`src/rtl/core/swa_pkg.sv`:
```
// Shared constants for the sliding window average core.
// No dependencies; imported by the core top level.
package swa_pkg;

  // Deepest window the history ring supports.
  localparam int MAX_WINDOW = 64;
  // Width of one signed sample.
  localparam int SAMPLE_BITS = 16;
  // Width of the window size register.
  localparam int CFG_BITS = 7;
  // Window size after reset.
  localparam logic [CFG_BITS-1:0] WINDOW_RESET = CFG_BITS'(5);

  // Ring pointer, sample count and running sum widths.
  localparam int PTR_BITS = $clog2(MAX_WINDOW);
  localparam int CNT_BITS = PTR_BITS + 1;
  localparam int SUM_BITS = SAMPLE_BITS + PTR_BITS;
  // Counter over the quotient bits of the serial divider.
  localparam int STEP_BITS = $clog2(SUM_BITS);

endpackage

```
`src/rtl/core/swa_ram.sv`:
```
// Generic single-port-write, single-port-read RAM with a registered read.
// No dependencies; used for the sample history ring.
module swa_ram #(
  parameter int WIDTH = 16,
  parameter int DEPTH = 64
) (
  input  logic                     clk,
  input  logic                     we,
  input  logic [$clog2(DEPTH)-1:0] waddr,
  input  logic [WIDTH-1:0]         wdata,
  input  logic [$clog2(DEPTH)-1:0] raddr,
  output logic [WIDTH-1:0]         rdata
);

  logic [WIDTH-1:0] mem [DEPTH];

  // Write port and registered read port.
  always_ff @(posedge clk) begin
    if (we) begin
      mem[waddr] <= wdata;
    end
    rdata <= mem[raddr];
  end

endmodule

```
`src/rtl/core/sliding_window_average_core.sv`:
```
// Simple moving average over a signed Q1.15 sample stream.
// Depends on swa_pkg and swa_ram.

// Each accepted sample is written to a 64-entry history RAM, and a running sum of the
// last min(count, window) samples is updated by adding the new sample and subtracting
// the one that leaves the window, read from the RAM in the cycle before the update. The
// mean is the sum divided by the window size, truncated toward zero, produced by a
// bit-serial restoring divider that retires one quotient bit per cycle. Once the window
// is full a sample passes an update step, 22 divide steps and an output load, which
// waits while a held result fills the result register; only then is the next beat
// taken. Before the window is full the divider is skipped and the result is 0 with
// window_full low. The divider sets the throughput. After a write to the window size
// register the running sum is rebuilt from the RAM, and no sample is accepted until the
// rebuild has re-read the min(samples seen, window) newest samples. A window size of 0
// acts as 1, and values above 64 act as 64. The result register lets a new sample
// enter while a result waits.
module sliding_window_average_core
  import swa_pkg::*;
(
  input  logic                          clk,
  input  logic                          rst_n,
  // Sample input channel.
  input  logic                          in_valid,
  output logic                          in_stall,
  input  logic signed [SAMPLE_BITS-1:0] in_sample,
  // Result channel.
  output logic                          out_valid,
  input  logic                          out_stall,
  output logic signed [SAMPLE_BITS-1:0] out_average,
  output logic                          out_window_full,
  // Window size register.
  input  logic                          cfg_we,
  input  logic [CFG_BITS-1:0]           cfg_wdata
);

  typedef enum logic [2:0] {
    S_IDLE,
    S_UPD,
    S_DIV,
    S_FIN,
    S_REB
  } state_t;

  localparam int WIDE_BITS = CFG_BITS + CNT_BITS;

  // Control registers.
  state_t                state_r, state_nxt;
  logic [CFG_BITS-1:0]   win_r, win_nxt;
  logic                  reb_pend_r, reb_pend_nxt;
  logic [PTR_BITS-1:0]   wp_r, wp_nxt;
  logic [CNT_BITS-1:0]   cnt_r, cnt_nxt;
  logic [CNT_BITS-1:0]   reb_cnt_r, reb_cnt_nxt;
  logic                  acc_vld_r, acc_vld_nxt;
  logic [STEP_BITS-1:0]  step_r, step_nxt;
  logic                  out_valid_r, out_valid_nxt;
  logic signed [SUM_BITS-1:0] sum_r, sum_nxt;

  // Payload registers.
  logic signed [SAMPLE_BITS-1:0] x_r, x_nxt;
  logic                          full_r, full_nxt;
  logic                          neg_r, neg_nxt;
  logic [SUM_BITS-1:0]           div_r, div_nxt;
  logic [CNT_BITS-1:0]           rem_r, rem_nxt;
  logic signed [SAMPLE_BITS-1:0] out_avg_r, out_avg_nxt;
  logic                          out_full_r, out_full_nxt;

  // History RAM ports.
  logic                   ram_we;
  logic [PTR_BITS-1:0]    ram_raddr;
  logic [SAMPLE_BITS-1:0] ram_rdata;

  // Datapath helpers.
  logic [CNT_BITS-1:0]        w_eff;
  logic [CNT_BITS-1:0]        reb_len;
  logic [CNT_BITS-1:0]        cnt_inc;
  logic signed [SUM_BITS-1:0] old_ext;
  logic signed [SUM_BITS-1:0] x_ext;
  logic signed [SUM_BITS-1:0] sum_upd;
  logic [SUM_BITS-1:0]        sum_mag;
  logic [CNT_BITS:0]          trial;
  logic                       qbit;
  logic [SAMPLE_BITS-1:0]     q_mag;
  logic                       out_free;

  swa_ram #(
    .WIDTH(SAMPLE_BITS),
    .DEPTH(MAX_WINDOW)
  ) u_hist (
    .clk  (clk),
    .we   (ram_we),
    .waddr(wp_r),
    .wdata(x_r),
    .raddr(ram_raddr),
    .rdata(ram_rdata)
  );

  // Clamp the window register to the supported range.
  always_comb begin
    if (win_r == '0) begin
      w_eff = CNT_BITS'(1);
    end else if (WIDE_BITS'(win_r) > WIDE_BITS'(MAX_WINDOW)) begin
      w_eff = CNT_BITS'(MAX_WINDOW);
    end else begin
      w_eff = CNT_BITS'(win_r);
    end
  end

  // Number of stored samples the running sum covers.
  assign reb_len = (cnt_r < w_eff) ? cnt_r : w_eff;

  // Sign-extended sample values and the running sum update.
  assign old_ext = SUM_BITS'(signed'(ram_rdata));
  assign x_ext   = SUM_BITS'(x_r);
  assign cnt_inc = (cnt_r == CNT_BITS'(MAX_WINDOW)) ? cnt_r : cnt_r + CNT_BITS'(1);
  assign sum_upd = (cnt_r >= w_eff) ? (sum_r + x_ext - old_ext) : (sum_r + x_ext);
  assign sum_mag = sum_upd[SUM_BITS-1] ? SUM_BITS'(-sum_upd) : SUM_BITS'(sum_upd);

  // One restoring divide step.
  assign trial = {rem_r, div_r[SUM_BITS-1]};
  assign qbit  = (trial >= {1'b0, w_eff});
  assign q_mag = div_r[SAMPLE_BITS-1:0];

  assign out_free = !out_valid_r || !out_stall;

  // Read address: the sample leaving the window, or the rebuild walk.
  always_comb begin
    if (state_r == S_REB) begin
      ram_raddr = wp_r - PTR_BITS'(1) - reb_cnt_r[PTR_BITS-1:0];
    end else begin
      ram_raddr = wp_r - w_eff[PTR_BITS-1:0];
    end
  end

  assign ram_we = (state_r == S_UPD);

  // Next-state and datapath logic.
  always_comb begin
    state_nxt     = state_r;
    win_nxt       = win_r;
    reb_pend_nxt  = reb_pend_r;
    wp_nxt        = wp_r;
    cnt_nxt       = cnt_r;
    reb_cnt_nxt   = reb_cnt_r;
    acc_vld_nxt   = 1'b0;
    step_nxt      = step_r;
    sum_nxt       = sum_r;
    x_nxt         = x_r;
    full_nxt      = full_r;
    neg_nxt       = neg_r;
    div_nxt       = div_r;
    rem_nxt       = rem_r;
    out_avg_nxt   = out_avg_r;
    out_full_nxt  = out_full_r;
    out_valid_nxt = out_valid_r && out_stall;

    if (cfg_we) begin
      win_nxt      = cfg_wdata;
      reb_pend_nxt = 1'b1;
    end

    case (state_r)
      S_IDLE: begin
        if (reb_pend_r) begin
          reb_pend_nxt = cfg_we;
          reb_cnt_nxt  = '0;
          sum_nxt      = '0;
          state_nxt    = S_REB;
        end else if (in_valid && !cfg_we) begin
          x_nxt     = in_sample;
          state_nxt = S_UPD;
        end
      end
      S_UPD: begin
        // Write the sample, roll the sum and set up the divider.
        wp_nxt    = wp_r + PTR_BITS'(1);
        cnt_nxt   = cnt_inc;
        sum_nxt   = sum_upd;
        full_nxt  = (cnt_inc >= w_eff);
        neg_nxt   = sum_upd[SUM_BITS-1];
        div_nxt   = sum_mag;
        rem_nxt   = '0;
        step_nxt  = STEP_BITS'(SUM_BITS - 1);
        state_nxt = (cnt_inc >= w_eff) ? S_DIV : S_FIN;
      end
      S_DIV: begin
        if (qbit) begin
          rem_nxt = CNT_BITS'(trial - {1'b0, w_eff});
        end else begin
          rem_nxt = CNT_BITS'(trial);
        end
        div_nxt = {div_r[SUM_BITS-2:0], qbit};
        step_nxt = step_r - STEP_BITS'(1);
        if (step_r == '0) begin
          state_nxt = S_FIN;
        end
      end
      S_FIN: begin
        // Load the result register once it is free.
        if (out_free) begin
          out_valid_nxt = 1'b1;
          out_full_nxt  = full_r;
          if (!full_r) begin
            out_avg_nxt = '0;
          end else if (neg_r) begin
            out_avg_nxt = signed'(-q_mag);
          end else begin
            out_avg_nxt = signed'(q_mag);
          end
          state_nxt = S_IDLE;
        end
      end
      S_REB: begin
        // Re-sum the newest samples; read data arrives in the following cycle.
        if (acc_vld_r) begin
          sum_nxt = sum_r + old_ext;
        end
        if (reb_cnt_r < reb_len) begin
          reb_cnt_nxt = reb_cnt_r + CNT_BITS'(1);
          acc_vld_nxt = 1'b1;
        end else if (!acc_vld_r) begin
          state_nxt = S_IDLE;
        end
      end
      default: begin
        state_nxt = S_IDLE;
      end
    endcase
  end

  // Control state with synchronous reset.
  always_ff @(posedge clk) begin
    if (!rst_n) begin
      state_r     <= S_IDLE;
      win_r       <= WINDOW_RESET;
      reb_pend_r  <= 1'b0;
      wp_r        <= '0;
      cnt_r       <= '0;
      reb_cnt_r   <= '0;
      acc_vld_r   <= 1'b0;
      step_r      <= '0;
      out_valid_r <= 1'b0;
      sum_r       <= '0;
    end else begin
      state_r     <= state_nxt;
      win_r       <= win_nxt;
      reb_pend_r  <= reb_pend_nxt;
      wp_r        <= wp_nxt;
      cnt_r       <= cnt_nxt;
      reb_cnt_r   <= reb_cnt_nxt;
      acc_vld_r   <= acc_vld_nxt;
      step_r      <= step_nxt;
      out_valid_r <= out_valid_nxt;
      sum_r       <= sum_nxt;
    end
  end

  // Payload registers.
  always_ff @(posedge clk) begin
    x_r        <= x_nxt;
    full_r     <= full_nxt;
    neg_r      <= neg_nxt;
    div_r      <= div_nxt;
    rem_r      <= rem_nxt;
    out_avg_r  <= out_avg_nxt;
    out_full_r <= out_full_nxt;
  end

  // A beat is taken only in idle with no rebuild pending and no register write.
  assign in_stall        = (state_r != S_IDLE) || reb_pend_r || cfg_we;
  assign out_valid       = out_valid_r;
  assign out_average     = out_avg_r;
  assign out_window_full = out_full_r;

endmodule

```
`config.mk`:
```
export PLATFORM = sky130hd
export DESIGN_NAME = sliding_window_average_core
export DESIGN_NICKNAME = d
export VERILOG_FILES = /design/src/rtl/core/swa_pkg.sv /design/src/rtl/core/swa_ram.sv /design/src/rtl/core/sliding_window_average_core.sv
export SDC_FILE = /design/constraint.sdc
export NUM_CORES = 2
export LEC_CHECK = 0
export ABC_AREA = 1
export BUFFER_PORTS_ARGS = -buffer_cell sky130_fd_sc_hd__buf_4
export CAP_MARGIN = 10
export CORE_UTILIZATION = 35
export CTS_CLUSTER_DIAMETER = 150
export DETAILED_ROUTE_END_ITERATION = 8
export PLACE_DENSITY = 0.49
export SKIP_LAST_GASP = 1
export SYNTH_ARGS = -nofsm -noshare
export SYNTH_HDL_FRONTEND = slang
export SYNTH_SLANG_ARGS = --single-unit
```
`constraint.sdc`:
```
create_clock -name clk -period 5.7 [get_ports clk]
set_input_delay 0 -clock clk [delete_from_list [all_inputs] [get_ports clk]]
set_output_delay 0 -clock clk [all_outputs]
set_load 0.01 [all_outputs]
```
==> qor.yml <==
finish:
  antenna_cells: 0
  final_layout_size_suffix_gt1_share_pct: 8.516
  regArea_mm2: 0.03419
  layout_common_cells: "edfxtp_1, nor2_1, o21ai_0, nand2_1, nand3_1"
  multi_input_area_mm2: 0.01570
  nets: 4912
  fin_cells: 6803
  final_util_pct: 40.28
  nFillCells: 14090
  final_common_cell: "edfxtp_1"
  area.growth.synth_to_final_pct: 14.17
setup_path:
  crit_fanout: 15
  worstRegToRegCells: 18
  worstReg2RegEnd: "state_r[1]"
  critPathLaunchType: "register"
  reg2reg_slack_ns: 0.74
  reg2reg_from: "win_r[6]"
  cp-end-kind: "register"
  critPathKind: "register to register"
  cp.required_ns: 6.42
  arrival_ns: 5.68
logic_synthesis:
  synth_warnings: 0
  netlist_area_mm2: 0.05209
  synth_fp_nets: 4813
  avgSynthCellArea_um2: 11.15
  ys_types: 51
  yosysSeqAreaShare_pct: 65.64
  synthArstFlopShare_pct: 0
  postSynthCellCount: 4671
  synth_flop_cell: "edfxtp_1"
  synth_edf_count: 1088
  synth_seq_cells: 1164
grt:
  grt.overflow.total: 0
  grtUsageTotal_pct: 21.23
  grt_pass1_vias: 35540
  grt_max_degree: 169
  grt_pass1_wl_um: 237900
  antenna_found_initial: 6
clock_network:
  clk_pin_slew_ns: 0.06
  ctsHoldBuffers: 63
  clock_latency_ns: 0.77
  cts_made_buffers: 131
  ctsResizeCount: 0
  clockRootBuffer: "clkbuf_16"
  h-tree-depth: 4
  cts_tree: "yes"
  postCtsSetupRepairBufs: 0
  cts_max_path_buffers: 3
  clock_sinks: 1164
route:
  vias: 36990
  drt-vias-per-instance: 5.438
  drt-met1-wl_um: 73390
  dr_wl_met3_um: 8310
  wire_per_inst_um: 23.86
  drc: 0
  wl_met2_um: 76190
  ant_nets: 0
  first_pass_iters: 5
  highest_layer: "met4"
  wl_um: 162300
  drt_iter0_drc: 3443
worst_hold_path:
  whs_path_depth: 2
  worstHoldStart: "in_sample[9]"
  hold_path_class: "input port to register"
  min_to: "x_r[9]"
timing:
  slew_headroom_pct: 18.01
  rsz0062_at_grt: "false"
  setup_slack_ns: 0.7413
  holdWs_ns: 0.05249
  fin_setup_tns_ns: 0
  slew_viol_final: 0
  setup_violations: 0
  fin_crit_ns: 4.959
  worst_pin_slew_ns: 1.229
  finalCritPeriodShare_pct: 87.00
  max_clock_freq_mhz: 201.7
  final_hold_viol_count: 0
  finalClockSkew_ns: 0.02801
floorplanning:
  num_io_pins: 47
  initial_utilization_pct: 35.28
  fp.dieH_um: 387.8
  core_area_mm2: 0.1477
  die_area_mm2: 0.1504
  num_rows: 141
  die_w_um: 387.8
place:
  hpwl_um: 94320
  placedCellCount: 6504
  port_buffers: 46
  gp_congestion: 0.9187
  post-place-ws_ns: 1.165
pwr:
  cellLeakagePower_uw: 0.02072
  ir_worst_vdd_mv: 0.6080
  p_per_area_mw_per_mm2: 600.9
flow_run:
  drv_cap: 0
run_status:
  outcome: "completed"
## logic make-up after synthesis
logic type / after synthesis / synth area share, %
XOR/XNOR: 36 / 0.6053
flip-flops: 1164 / 65.64
AND/OR/NAND/NOR: 1660 / 13.27
adder cells (fa/ha/maj): 114 / 2.825
AO/OA/AOI/OAI: 1148 / 13.22
buffers and inverters: 549 / 4.446
## synth_stat cells (5+ instances only)
cell / number / share of area, %
a21oi_1: 135 / 1.3
a31oi_1: 15 / 0.18
and2_1: 14 / 0.17
buf_1: 10 / 0.072
buf_2: 108 / 1.0
buf_6: 13 / 0.28
clkbuf_1: 113 / 0.81
dfxtp_1: 76 / 2.9
edfxtp_1: 1088 / 63
fa_1: 6 / 0.23
ha_1: 108 / 2.6
inv_1: 287 / 2.1
inv_2: 5 / 0.036
nand2_1: 510 / 3.7
nand2_2: 8 / 0.096
nand3_1: 321 / 3.1
nand3b_1: 7 / 0.10
nand4_1: 23 / 0.28
nor2_1: 723 / 5.2
nor3_1: 27 / 0.26
o211ai_1: 74 / 1.1
o21ai_0: 558 / 5.4
o21ai_1: 71 / 0.68
o21bai_1: 10 / 0.14
o221ai_1: 197 / 3.3
o22ai_1: 64 / 0.77
or2_2: 10 / 0.12
xnor2_1: 8 / 0.13
xor2_1: 28 / 0.47
## cell type report
type	instances	area share, %
clock buffers	162	5.815
flip-flops and latches	1164	57.49
repair buffers	218	3.332
well taps	1930	4.060
inverters	297	1.923
multi-input cells	2958	26.40
clock inverters	74	0.9762
## per-stage QoR
step                cell area (um2)  total power (uW)
floorplan                     52090             21840
global placement              54800             27610
detailed placement            54800             27660
CTS                           59470             35840
global route                  59470             38040
finish                        59470             35740
## power breakdown
group	switching [uW]	internal [uW]	total [uW]
registers	390	10000	10400
clock network	3510	4600	8110
logic	12300	4930	17200
## sequential cells by signal, summed over array words and instances (netlist names), 16 cells and up
register      count
div_r            22
u_hist.mem     1024
x_r              16
out_average      16
u_hist.rdata     16
sum_r            22
## worst max-delay path, stage by stage, from the launching register on
cell and delay [ns]:
dfxtp_1 0.36, inv_1 0.29, nand2_1 0.31, ha_1 0.38, nand2_2 0.09, inv_2 0.05
a21oi_4 0.29, nand2_2 0.24, o21ai_0 0.26, ha_1 0.28, nand2_1 0.10, a21oi_1 0.05
a2111oi_0 0.37, nand2_1 0.27, nand3_1 0.22, o21ai_0 0.09, dlygate4sd3_1 0.58, a21oi_1 0.11
dlygate4sd3_1 0.56
## how the worst max path moves through the flow
stage / start / to / slack (ns) / cells after the start
CTS: win_r[6] / state_r[1] / 0.77 / 18
floorplan: x_r[0] / div_r[20] / 1.28 / 30
global placement: sum_r[0] / div_r[17] / 1.24 / 29
finish: win_r[6] / state_r[1] / 0.74 / 18
global route: win_r[6] / state_r[1] / 0.36 / 19
detailed placement: sum_r[0] / div_r[16] / 1.16 / 29
## layer usage
metal | up-vias | track usage (%)
met5 | - | 0
met4 | 0 | 6.840
met2 | 1047 | 34.23
met3 | 231 | 3.047
met1 | 18510 | 29.37
li1 | 17200 | -
Power figures use the tool's default switching activity.
